**src/sv/mnp_pkg.sv**
```systemverilog
// Package for the Manhattan nearest-point block: sizes, status codes and
// control structures shared by mnp_dist, the top level and the testbench. Depends on nothing.
`timescale 1ns / 1ps

package mnp_pkg;

  // Store geometry and coordinate width.
  localparam int MAX_POINTS = 4096;
  localparam int COORD_BITS = 16;
  localparam int ADDR_BITS  = (MAX_POINTS > 1) ? $clog2(MAX_POINTS) : 1;
  localparam int CNT_BITS   = $clog2(MAX_POINTS + 1);
  localparam int DIST_BITS  = COORD_BITS + 1;
  localparam int POINT_BITS = 2 * COORD_BITS;

  // Item kinds carried on the mode field.
  localparam logic MODE_INSERT = 1'b0;
  localparam logic MODE_QUERY  = 1'b1;

  // Result status codes.
  typedef enum logic [1:0] {
    ST_ANSWERED = 2'd0,
    ST_EMPTY    = 2'd1,
    ST_STORED   = 2'd2,
    ST_FULL     = 2'd3
  } mnp_status_e;

  // Control tags that travel with each read beat into the distance unit.
  typedef struct packed {
    logic clear;  // start of a new item: forget the running minimum
    logic vld;    // read data from the store is valid this cycle
    logic last;   // this beat carries the final stored point
  } mnp_acc_ctrl_t;

endpackage

```
**src/sv/mnp_dist.sv**
```systemverilog
// Distance unit: forms |dx| + |dy| for each point read from the store and
// keeps the running minimum over one query. Depends on mnp_pkg.
`timescale 1ns / 1ps

module mnp_dist
  import mnp_pkg::*;
(
  input  logic                  clk_i,
  input  logic                  rst_ni,
  input  mnp_acc_ctrl_t         ctrl_i,
  input  logic [COORD_BITS-1:0] qx_i,
  input  logic [COORD_BITS-1:0] qy_i,
  input  logic [POINT_BITS-1:0] point_i,
  output logic                  last_o,
  output logic [DIST_BITS-1:0]  best_o
);

  logic [COORD_BITS-1:0] px;
  logic [COORD_BITS-1:0] py;
  logic [COORD_BITS-1:0] adx;
  logic [COORD_BITS-1:0] ady;
  logic [DIST_BITS-1:0]  d_d, d_q;
  logic                  dvld_q, dlast_q;
  logic [DIST_BITS-1:0]  best_d, best_q;
  logic                  found_q;
  logic                  take_new;

  // Store entries hold x in the upper half and y in the lower half.
  assign px = point_i[POINT_BITS-1:COORD_BITS];
  assign py = point_i[COORD_BITS-1:0];

  // First stage: absolute differences and their sum.
  always_comb begin
    adx = (qx_i >= px) ? (qx_i - px) : (px - qx_i);
    ady = (qy_i >= py) ? (qy_i - py) : (py - qy_i);
    d_d = {1'b0, adx} + {1'b0, ady};
  end

  always_ff @(posedge clk_i) begin
    d_q <= d_d;
  end

  always_ff @(posedge clk_i or negedge rst_ni) begin
    if (!rst_ni) begin
      dvld_q  <= 1'b0;
      dlast_q <= 1'b0;
    end else begin
      dvld_q  <= ctrl_i.vld;
      dlast_q <= ctrl_i.vld & ctrl_i.last;
    end
  end

  // Second stage: compare against the running minimum.
  assign take_new = !found_q || (d_q < best_q);
  assign best_d   = take_new ? d_q : best_q;

  always_ff @(posedge clk_i) begin
    if (dvld_q) begin
      best_q <= best_d;
    end
  end

  always_ff @(posedge clk_i or negedge rst_ni) begin
    if (!rst_ni) begin
      found_q <= 1'b0;
    end else if (ctrl_i.clear) begin
      found_q <= 1'b0;
    end else if (dvld_q) begin
      found_q <= 1'b1;
    end
  end

  // The minimum including the final point is offered on the last beat.
  assign last_o = dlast_q;
  assign best_o = best_d;

endmodule

```
**config.mk**
```make
export PLATFORM = sky130hd
export DESIGN_NAME = mnp_dist
export DESIGN_NICKNAME = d
export VERILOG_FILES = /design/src/sv/mnp_pkg.sv /design/src/sv/mnp_dist.sv
export SDC_FILE = /design/constraint.sdc
export NUM_CORES = 1
export LEC_CHECK = 0
export BUFFER_PORTS_ARGS = -buffer_cell sky130_fd_sc_hd__buf_2
export CORE_ASPECT_RATIO = 0.7
export CORE_MARGIN = 3
export CORE_UTILIZATION = 59
export DETAILED_ROUTE_END_ITERATION = 10
export PLACE_DENSITY = 0.8
export SYNTH_ARGS = -nofsm -noshare
export SYNTH_HDL_FRONTEND = slang
export SYNTH_SLANG_ARGS = --single-unit
```
**constraint.sdc**
```tcl
create_clock -name clk_i -period 2.84 [get_ports clk_i]
set_input_delay 0.284 -clock clk_i [delete_from_list [all_inputs] [get_ports clk_i]]
set_output_delay 0.284 -clock clk_i [all_outputs]
set_load 0.02 [all_outputs]
```
==> results of run 1 <==
==> stage by stage <==
stage | instances | hold WS, ns | util (%) | worst slack (ns) | TNS [ns]
after floorplan | 659 | -0.0116 | - | -0.659 | -6.21
after CTS | 1043 | 0.138 | 89.4 | -0.807 | -8.80
after detailed placement | 1020 | 0.0832 | 84.0 | -1.22 | -14.04
after global placement | 1020 | 0.0790 | 84.0 | -1.01 | -11.15
==> repair_timing <==
item | in CTS
setup buffers | 13
gates resized for setup | 53
endpoints found under the hold margin | 3
endpoints found under the setup margin | 31
pin swaps | 32
hold buffers | 1
cloned | 2
==> cell families after synthesis <==
group	share of synthesized area (%)
flops	17.2
xor+xnor	6.67
fa+ha+maj	23.7
compound gates	26.1
simple gates	10.7
buf+inv	9.25
mux	6.36
==> metal layers <==
metal	GRT usage, %	GRT overflow
met1	80.0	1
met2	102	163
met3	71.1	1
met4	92.6	92
met5	31.7	2
==> impl_metrics.yaml, run 1 <==
floorplanning:
  die_w_um: 120
  pin_count: 87
  std_cell_rows: 28
  die_h_um: 85.9
  start_util_pct: 62.2
logic_synthesis:
  synth_area_um2: 5390
  synth-seq-area-share_pct: 17.2
  synth_edf_count: 17
  synth.most_common_cell: "inv_1"
  yosys_warnings: 0
  synth-seq-cells: 37
  synth.top_cell.area_share_pct: 21.8
  synth.area.top_cells: "ha_1 22%, edfxtp_1 9.5%, inv_1 6.9%"
  ys_top_cells_by_count: "99 x inv_1, 94 x ha_1, 64 x a21oi_1, 38 x a21o_1, 38 x nand2_1"
  ys_types: 65
  yosysTopAreaCell: "ha_1"
  synth-main-ff-cell: "edfxtp_1"
  synth_cells: 659
  synthesis.nets: 827
  synthArstFlopShare_pct: 8.11
  syn_avg_cell_area_um2: 8.17
run_status:
  status: "aborted with a tool error"
  haltStage: "global routing (5_1_grt)"
  firstError: "[ERROR GRT-0232] Routing congestion too high. Check the congestion heatmap in the GUI."
timing:
  worstEpCategory: "register data pin"
  grt-worst-endpoint: "d_q[14]$_DFF_P_/D"
global_route:
  grt_max_degree: 19
  grt-ovfl-total: 259
  grt_usage_pct: 84.4
cts:
  clk_path_buf_depth: 2
  numClockSinks: 37
  clockRootBuffer: "clkbuf_16"
  htreeDepth: 2
  cts_buffers: 5
placement:
  hpwl_mm: 14.3
  routabilityCongestion: 0.935
  placed_cell_area_um2: 7270
  io_buffers: 86
==> run 2, diff against run 1 <==
--- a/config.mk
+++ b/config.mk
@@ -6,11 +6,10 @@
 export NUM_CORES = 1
 export LEC_CHECK = 0
 export BUFFER_PORTS_ARGS = -buffer_cell sky130_fd_sc_hd__buf_2
-export CORE_ASPECT_RATIO = 0.7
 export CORE_MARGIN = 3
-export CORE_UTILIZATION = 59
+export CORE_UTILIZATION = 40
 export DETAILED_ROUTE_END_ITERATION = 10
-export PLACE_DENSITY = 0.8
+export PLACE_DENSITY_LB_ADDON = 0.15
 export SYNTH_ARGS = -nofsm -noshare
 export SYNTH_HDL_FRONTEND = slang
 export SYNTH_SLANG_ARGS = --single-unit
==> run 2 against run 1 <==
  * Synthesized cell count stayed put
  * Area after synthesis stayed put
  * The flow now finishes, with violations (setup timing)
==> impl_metrics.yaml, run 2 <==
run_status:
  status: "finished, violations left"
  violations: "setup timing"
power_and_ir_drop:
  swShare_pct: 41.2
  pwr-share-comb_pct: 71.1
  internal_power_uw: 3220
  seqPwrFrac_pct: 18.1
  p_leak_uw: 0.00426
  clkPwrFrac_pct: 10.8
  p_per_area_nw_per_um2: 688
  peakVddDrop_mv: 0.361
  p_switching_uw: 2260
floorplanning:
  std_cell_rows: 41
  core_area_um2: 12900
  die_w_um: 122
  start_util_pct: 41.8
  pin_count: 87
  dieArea_um2: 14900
  die_h_um: 122
layout:
  nNetsFinal: 1098
  post-route-util_pct: 61.8
  largest_registers: "best_q (17), d_q (17)"
  drive_above_1_share_pct: 39.4
  seqCellArea_um2: 926
  diodes: 0
  syn2layout_area_growth_pct: 47.8
  final_cell_mix: "198 x buf_4, 96 x inv_1, 90 x ha_1"
  layout_commonest_cell: "buf_4"
  multi_input_area_um2: 4250
  fillerInstances: 1179
cts:
  clockRootBuffer: "clkbuf_16"
  htreeDepth: 2
  clock_latency_ns: 0.28
  clk_path_buf_depth: 2
  cts_tree: "done"
  numClockSinks: 37
  cts_buffers: 5
  cts.clk_slew.worst_paths_ns: 0.06
logic_synthesis:
  synth.top_cell.area_share_pct: 21.8
  synth-seq-cells: 37
  yosysTopAreaCell: "ha_1"
  synth_cells: 659
  synth.most_common_cell: "inv_1"
  synth.area.top_cells: "ha_1 22%, edfxtp_1 9.5%, inv_1 6.9%"
  synth_edf_count: 17
  synthArstFlopShare_pct: 8.11
  synthesis.nets: 827
  synth_area_um2: 5390
  ys_top_cells_by_count: "99 x inv_1, 94 x ha_1, 64 x a21oi_1, 38 x a21o_1, 38 x nand2_1"
  synth-main-ff-cell: "edfxtp_1"
  yosys_warnings: 0
  synth-seq-area-share_pct: 17.2
  ys_types: 65
  syn_avg_cell_area_um2: 8.17
setup_path:
  start_kind: "primary input"
  crit_type: "in2reg"
  crit_arrival_ns: 3.84
  end_kind: "flop"
  worstPathMaxFanout: 6
  crit_required_ns: 3.04
timing:
  drv_slew: 0
  rsz0062_at_grt: "true"
  fin_crit_ns: 3.64
  slew_headroom_pct: 46.8
  worst_pin_slew_ns: 0.798
  fmaxAchievable_mhz: 275
  finalHoldViolations: 0
  holdWs_ns: 0.120
  setup_slack_ns: -0.796
  setup_violations: 15
  clock_skew_ns: 0.00549
  finalCritPeriodShare_pct: 128
routing:
  drt_first_pass_iters: 5
  via_per_inst: 5.04
  wl_mm: 15.3
  drt_iter0_markers: 285
  drc: 0
  postRouteAntennaNets: 0
  vias: 5556
  wl_per_cell_um: 13.8
global_route:
  antenna_found_initial: 0
  grt_max_degree: 19
  grt_pass1_vias: 5737
  grt-ovfl-total: 0
  grt_usage_pct: 20.7
  grt_pass1_wl_mm: 25.9
hold_path:
  hold_path_class: "in2reg"
placement:
  place_ws_ns: -1.24
  io_buffers: 86
  routabilityCongestion: 0.900
  hpwl_mm: 12.6
run:
  drv_cap: 0
==> run 2: path summary, 6_finish.rpt <==
check                           depth (start not counted)         to       start  slack, ns
worst max register to register                          9  best_q[1]  best_q[10]       0.54
worst min register to register                          1  best_q[0]      d_q[0]       0.57
worst min-delay path                                    1     dvld_q   ctrl_i[1]       0.12
max in group asynchronous                               2     last_o      rst_ni       2.41
worst max-delay path                                   19    d_q[14]     qy_i[0]      -0.80
min in group asynchronous                               2    found_q      rst_ni       0.32
==> run 2: power groups by stage <==
stage / clock (uW) / sequential (uW) / combinational (uW)
global route: 615 / 1020 / 4270
finish: 591 / 991 / 3900
detailed placement: 0 / 982 / 3340
floorplan: 0 / 936 / 2120
CTS: 596 / 981 / 3550
global placement: 0 / 975 / 3270
==> run 2: worst max-delay path, stage by stage <==
cell and delay (ns):
buf_12 0.11, inv_12 0.04, ha_4 0.11, inv_2 0.03, fa_2 0.36, a211oi_4 0.28, o211ai_2 0.16, a211oi_4 0.28
o311ai_4 0.17, buf_4 0.20, mux2_4 0.33, fa_2 0.38, a21o_1 0.20, a21oi_2 0.18, o21ai_2 0.09, a21oi_2 0.19
o31ai_2 0.09, a31oi_2 0.19, xnor2_1 0.15
==> run 2: what timing repair did <==
item | CTS | global route
setup buffers | 11 | 4
pin swaps | 41 | 30
gates cloned | 1 | 1
setup endpoints to repair | 15 | 33
hold buffers | 1 | 0
endpoints found under the hold margin | 3 | 0
resized for setup | 23 | 44
==> run 2: logic make-up (layout without fill, tap and decap cells) <==
group / after synthesis / in the layout / synth area share, %
and+or+nand+nor: 120 / 120 / 10.7
buffers and inverters: 122 / 393 / 9.25
AOI/OAI and AO/OA: 208 / 209 / 26.1
adders and majority gates: 99 / 99 / 23.7
muxes: 32 / 32 / 6.36
DFF: 37 / 37 / 17.2
xor gates and xnor gates: 41 / 41 / 6.67
==> run 2: per-stage QoR <==
step	cell area, um2	instances	TNS [ns]	power [uW]
6_report	7960	1103	-9.35	5480
5_1_grt	7960	1103	-12.02	5910
4_1_cts	7780	1101	-11.00	5130
3_5_place_dp	7410	1082	-15.09	4320
3_3_place_gp	7410	1082	-14.02	4250
2_1_floorplan	5480	659	-6.21	3050
==> run 2: metal layers <==
layer	GRT usage, %	vias up	wire length [um]
met5	0	-	0
met1	28.5	2567	7360
met2	35.2	109	7100
li1	-	2863	-
met3	1.95	17	568
met4	4.48	0	231
==> run 2: layout make-up <==
cell class / instances / share of cell area [%]
flip-flops and latches: 37 / 11.6
multi-input cells: 501 / 53.4
clock inverters: 2 / 0.204
well taps: 172 / 2.70
clock buffers: 6 / 1.89
repair buffers: 286 / 25.2
inverters: 99 / 4.98
No activity file was read; power rests on OpenSTA's default activity.
==> run 3, diff against run 2 <==
==> constraint.sdc (replaced) <==
create_clock -name clk_i -period 4.6 [get_ports clk_i]
set_input_delay 0.46 -clock clk_i [delete_from_list [all_inputs] [get_ports clk_i]]
set_output_delay 0.46 -clock clk_i [all_outputs]
set_load 0.02 [all_outputs]
==> run 3 against run 2 <==
  * Sequential cell count stayed put
  * Highest routed layer unchanged
  * Via count is 13% lower
  * Count of clock-buffer cells in the layout is 2 higher
  * Setup slack better by 1.2 ns
  * Critical endpoint is now d_q[15]
  * Sequential power down 39%
  * The flow now finishes without violations
  * Global-route usage down 3.2 points
  * Wire length is 14% lower
  * Critical path depth unchanged
  * Die area stayed put
  * Hold slack gained 0.17 ns
==> impl_metrics.yaml, run 3 (synthesis results as in run 2) <==
run:
  drv_cap: 0
layout:
  final_cell_mix: "99 x inv_1, 94 x ha_1, 86 x buf_2"
  post-route-util_pct: 47.7
  fin_area_um2: 6140
  fillerInstances: 1254
  drive_above_1_share_pct: 18.3
  diodes: 0
  multi_input_area_um2: 3960
  syn2layout_area_growth_pct: 14.1
  nNetsFinal: 909
  largest_registers: "best_q (17), d_q (17)"
  layout_commonest_cell: "inv_1"
  seqCellArea_um2: 926
timing:
  clock_skew_ns: 0.00734
  setup_violations: 0
  setup_slack_ns: 0.439
  worst_pin_slew_ns: 1.00
  finalHoldViolations: 0
  slew_headroom_pct: 33.1
  rsz0062_at_grt: "false"
  finalCritPeriodShare_pct: 90.5
  drv_slew: 0
  fin_crit_ns: 4.16
  fmaxAchievable_mhz: 240
  finalSetupTns_ns: 0
routing:
  postRouteAntennaNets: 0
  vias: 4832
  wl_per_cell_um: 14.4
  wl_mm: 13.1
  drt_iter0_markers: 365
  drt_first_pass_iters: 6
  via_per_inst: 5.29
  drc: 0
cts:
  clockRootBuffer: "clkbuf_16"
  numClockSinks: 37
  htreeDepth: 2
  cts_tree: "done"
  clk_path_buf_depth: 2
  clock_latency_ns: 0.28
  cts.clk_slew.worst_paths_ns: 0.06
  cts_buffers: 5
global_route:
  grt_pass1_vias: 4625
  grt_pass1_wl_mm: 21.8
  grt-ovfl-total: 0
  antenna_found_initial: 0
  grt_max_degree: 19
  grt_usage_pct: 17.5
setup_path:
  start_kind: "primary input"
  crit_arrival_ns: 4.36
  crit_required_ns: 4.80
  worstPathMaxFanout: 9
  end_kind: "flop"
  crit_type: "in2reg"
placement:
  io_buffers: 86
  routabilityCongestion: 0.877
  hpwl_mm: 11.0
  place_ws_ns: 0.166
  placed_cell_area_um2: 5990
power_and_ir_drop:
  p_per_area_nw_per_um2: 433
  peakVddDrop_mv: 0.177
  p_leak_uw: 0.00321
floorplanning:
  dieArea_um2: 14900
  pin_count: 87
  core_area_um2: 12900
  die_w_um: 122
  std_cell_rows: 41
  die_h_um: 122
  start_util_pct: 41.8
run_status:
  status: "finished, final reports clean"
hold_path:
  hold_path_class: "in2reg"
[run 3: cell types whose count changed in the layout (fill, tap and decap cells not counted), moves of 8 or more]
cell,delta
a21oi_2,-11
mux2_2,+11
buf_4,-187
buf_2,+8
mux2_4,-11
a21oi_1,+12
[run 3: final cells by class]
class | count | share of cell area, %
Sequential cell | 37 | 15.1
Inverter | 99 | 6.05
Tap cell | 172 | 3.50
Timing Repair Buffer | 98 | 8.51
Multi-Input combinational cell | 500 | 64.5
Clock buffer | 8 | 2.38
[run 3: power by group]
part	switching (uW)	internal, uW
clock network	119	216
registers	82.3	524
logic	969	751
[run 3: worst max-delay path, cell delays in order]
cell      delay [ns]
buf_2           0.09
inv_1           0.04
ha_1            0.21
fa_1            0.38
nand3b_1        0.23
a31oi_1         0.23
o31ai_1         0.11
a32oi_2         0.48
buf_4           0.23
mux2i_1         0.21
xnor2_1         0.16
ha_1            0.31
o21a_1          0.20
o21a_1          0.17
o21a_1          0.12
a32oi_1         0.27
o21ai_0         0.12
a21oi_1         0.18
xnor2_1         0.14
[run 3: path summary, 6_finish.rpt]
check,cells past startpoint,to,start,slack (ns)
max,19,d_q[15],qx_i[0],0.44
min,1,dvld_q,ctrl_i[1],0.29
max reg2reg,8,best_q[13],best_q[14],1.75
min reg2reg,1,best_q[0],d_q[0],0.57
max in group asynchronous,2,found_q,rst_ni,3.99
min in group asynchronous,2,last_o,rst_ni,0.51
[run 3: stage by stage]
step                      std cells  total power (uW)  hold slack, ns
after global placement          905              2290           0.254
after detailed placement        905              2310           0.258
final                           914              2660           0.293
after global routing            914              2890           0.284
after CTS                       914              2670           0.290
after floorplan                 659              1850           0.164
[run 3: per-layer routing]
layer	GRT usage [%]	vias to the layer above	wire length (um)
met5	0	-	0
met4	3.29	0	173
met3	1.62	16	520
met2	28.3	127	5780
met1	25.4	2213	6650
li1	-	2476	-
[run 3: what timing repair did]
action | CTS | global route
resized for setup | 0 | 0
buffers inserted | 0 | 0
hold buffers | 1 | 0
setup endpoints to repair | 0 | 0
hold endpoints to repair | 3 | 0
==> run 4, diff against run 3 <==
--- a/config.mk
+++ b/config.mk
@@ -5,9 +5,9 @@
 export SDC_FILE = /design/constraint.sdc
 export NUM_CORES = 1
 export LEC_CHECK = 0
-export BUFFER_PORTS_ARGS = -buffer_cell sky130_fd_sc_hd__buf_2
+export BUFFER_PORTS_ARGS = -buffer_cell sky130_fd_sc_hd__buf_4
 export CORE_MARGIN = 3
-export CORE_UTILIZATION = 40
+export CORE_UTILIZATION = 60
 export DETAILED_ROUTE_END_ITERATION = 10
 export PLACE_DENSITY_LB_ADDON = 0.15
 export SYNTH_ARGS = -nofsm -noshare
==> run 4 against run 3 <==
  * Sequential share of layout area is 0.12 points lower
  * Count of clock-buffer cells in the layout is 2 lower
  * Global-route usage is 8.5 points higher
  * Final area is 0.79% higher
  * Critical endpoint unchanged
  * Via count is 3.0% higher
  * Setup slack worse by 0.12 ns
  * First-iteration DRC count is 38% lower
  * Sequential cell count stayed put
  * Clock power is 37% lower
  * Hold slack worse by 0.0043 ns
==> impl_metrics.yaml, run 4 (synthesis results as in run 2) <==
placement:
  routabilityCongestion: 0.909
  hpwl_mm: 10.8
  io_buffers: 86
  dp_cells: 834
layout:
  seqCellArea_um2: 926
  fillerInstances: 695
  diodes: 0
  multi_input_area_um2: 3970
  layout_commonest_cell: "inv_1"
  final_cell_mix: "99 x inv_1, 94 x ha_1, 93 x buf_4"
  final_cells: 843
  syn2layout_area_growth_pct: 15.0
  largest_registers: "best_q (17), d_q (17)"
  post-route-util_pct: 73.2
  nNetsFinal: 905
  drive_above_1_share_pct: 18.0
cts:
  clk_path_buf_depth: 2
  clock_latency_ns: 0.28
  htreeDepth: 2
  cts_setup_buffers: 0
  cts_buffers: 5
  numClockSinks: 37
  cts.clk_slew.worst_paths_ns: 0.07
  clockRootBuffer: "clkbuf_8"
  cts_tree: "done"
floorplanning:
  start_util_pct: 63.6
  die_h_um: 101
  dieArea_um2: 10200
  std_cell_rows: 33
  pin_count: 87
  core_area_um2: 8460
  die_w_um: 101
setup_path:
  worstPathMaxFanout: 13
  crit_arrival_ns: 4.50
  crit_family: "compound AO/OA/AOI/OAI gates"
  slowest_stage: "fa_1"
  critPathMaxStageDelay_ns: 0.45
  crit_type: "in2reg"
  path_cells: "buf_4, inv_1, ha_1, inv_1, fa_1, a211oi_4, o211ai_2, a211oi_2, o311ai_4, buf_4, mux2i_1, xor2_1, ha_1, a21o_1, a21o_1, a21o_1, a32oi_1, o21ai_0, a21oi_1, xnor2_1"
  crit_buf_inv: 4
  end_kind: "flop"
  crit_required_ns: 4.82
  start_kind: "primary input"
  crit_top_cell: "a21o_1"
timing:
  finalHoldViolations: 0
  worst_pin_slew_ns: 0.972
  fin_crit_ns: 4.28
  finalSetupTns_ns: 0
  holdWs_ns: 0.289
  clock_skew_ns: 0.00484
  finalCritPeriodShare_pct: 93.1
  fmaxAchievable_mhz: 233
  rsz0062_at_grt: "false"
  slew_headroom_pct: 35.2
  drv_slew: 0
  setup_violations: 0
global_route:
  grt_usage_pct: 25.9
  grt_max_degree: 19
  grt-ovfl-total: 0
  grt_pass1_vias: 4815
  antenna_found_initial: 0
  grt_pass1_wl_mm: 21.9
routing:
  drt_iter0_markers: 227
  postRouteAntennaNets: 0
  drt_first_pass_iters: 5
  drc: 0
  via_per_inst: 5.90
  vias: 4975
  wl_per_cell_um: 15.5
  wl_mm: 13.1
power_and_ir_drop:
  p_leak_uw: 0.00323
  peakVddDrop_mv: 0.226
  p_per_area_nw_per_um2: 424
run:
  drv_cap: 0
hold_path:
  hold_path_class: "in2reg"
run_status:
  status: "finished, final reports clean"
-- run 4: cell count changes in the layout (fill, tap and decap cells not counted) --
| cell | before | now |
|---|---|---|
| a32oi_2 | 1 | 0 |
| a32oi_4 | 0 | 1 |
| buf_2 | 86 | 0 |
| buf_4 | 11 | 93 |
| clkbuf_1 | 2 | 1 |
| clkbuf_16 | 5 | 0 |
| clkbuf_8 | 1 | 5 |
| clkinv_2 | 0 | 2 |
-- run 4: repair_timing --
action	in CTS	in global routing
hold buffers	1	0
resized for setup	0	1
hold endpoints to repair	3	0
endpoints found under the setup margin	0	1
-- run 4: final cells by class --
type / count / area share [%]
timing repair buffer: 94 / 11.4
tap: 105 / 2.12
clock inverter: 2 / 0.162
inverter: 99 / 6.00
sequential: 37 / 14.9
multi-input combinational: 500 / 64.2
clock buffer: 6 / 1.17
-- run 4: layer usage --
layer | global-route usage (%) | vias to the layer above | part of all wire (%) | routed length (um)
li1 | - | 2469 | - | -
met5 | 0 | - | 0 | 0
met2 | 43.4 | 177 | 47 | 6120
met3 | 2.49 | 23 | 5.4 | 703
met1 | 34.7 | 2306 | 45 | 5930
met4 | 9.22 | 0 | 2.4 | 313
-- run 4: stage by stage --
step / instance area (um2) / setup WS (ns) / power [uW]
final: 6190 / 0.316 / 2630
after detailed placement: 6090 / 0.0763 / 2380
after floorplan: 5390 / 0.490 / 1850
after global routing: 6190 / 0.0581 / 2840
after global placement: 6090 / 0.230 / 2320
after CTS: 6180 / 0.358 / 2610
-- run 4: final timing paths --
kind / startpoint / to / slack [ns] / depth (start not counted)
hold reg to reg: d_q[0] / best_q[0] / 0.57 / 1
min in group asynchronous: rst_ni / dvld_q / 0.50 / 2
hold / removal: ctrl_i[1] / dvld_q / 0.29 / 1
max in group asynchronous: rst_ni / last_o / 4.01 / 2
setup / recovery: qy_i[0] / d_q[15] / 0.32 / 20
setup reg to reg: best_q[1] / best_q[16] / 1.79 / 8
-- run 4: power breakdown --
part	internal [uW]	total (uW)	switching [uW]
combinational	824	1810	986
sequential	523	605	81.4
clock	105	211	106
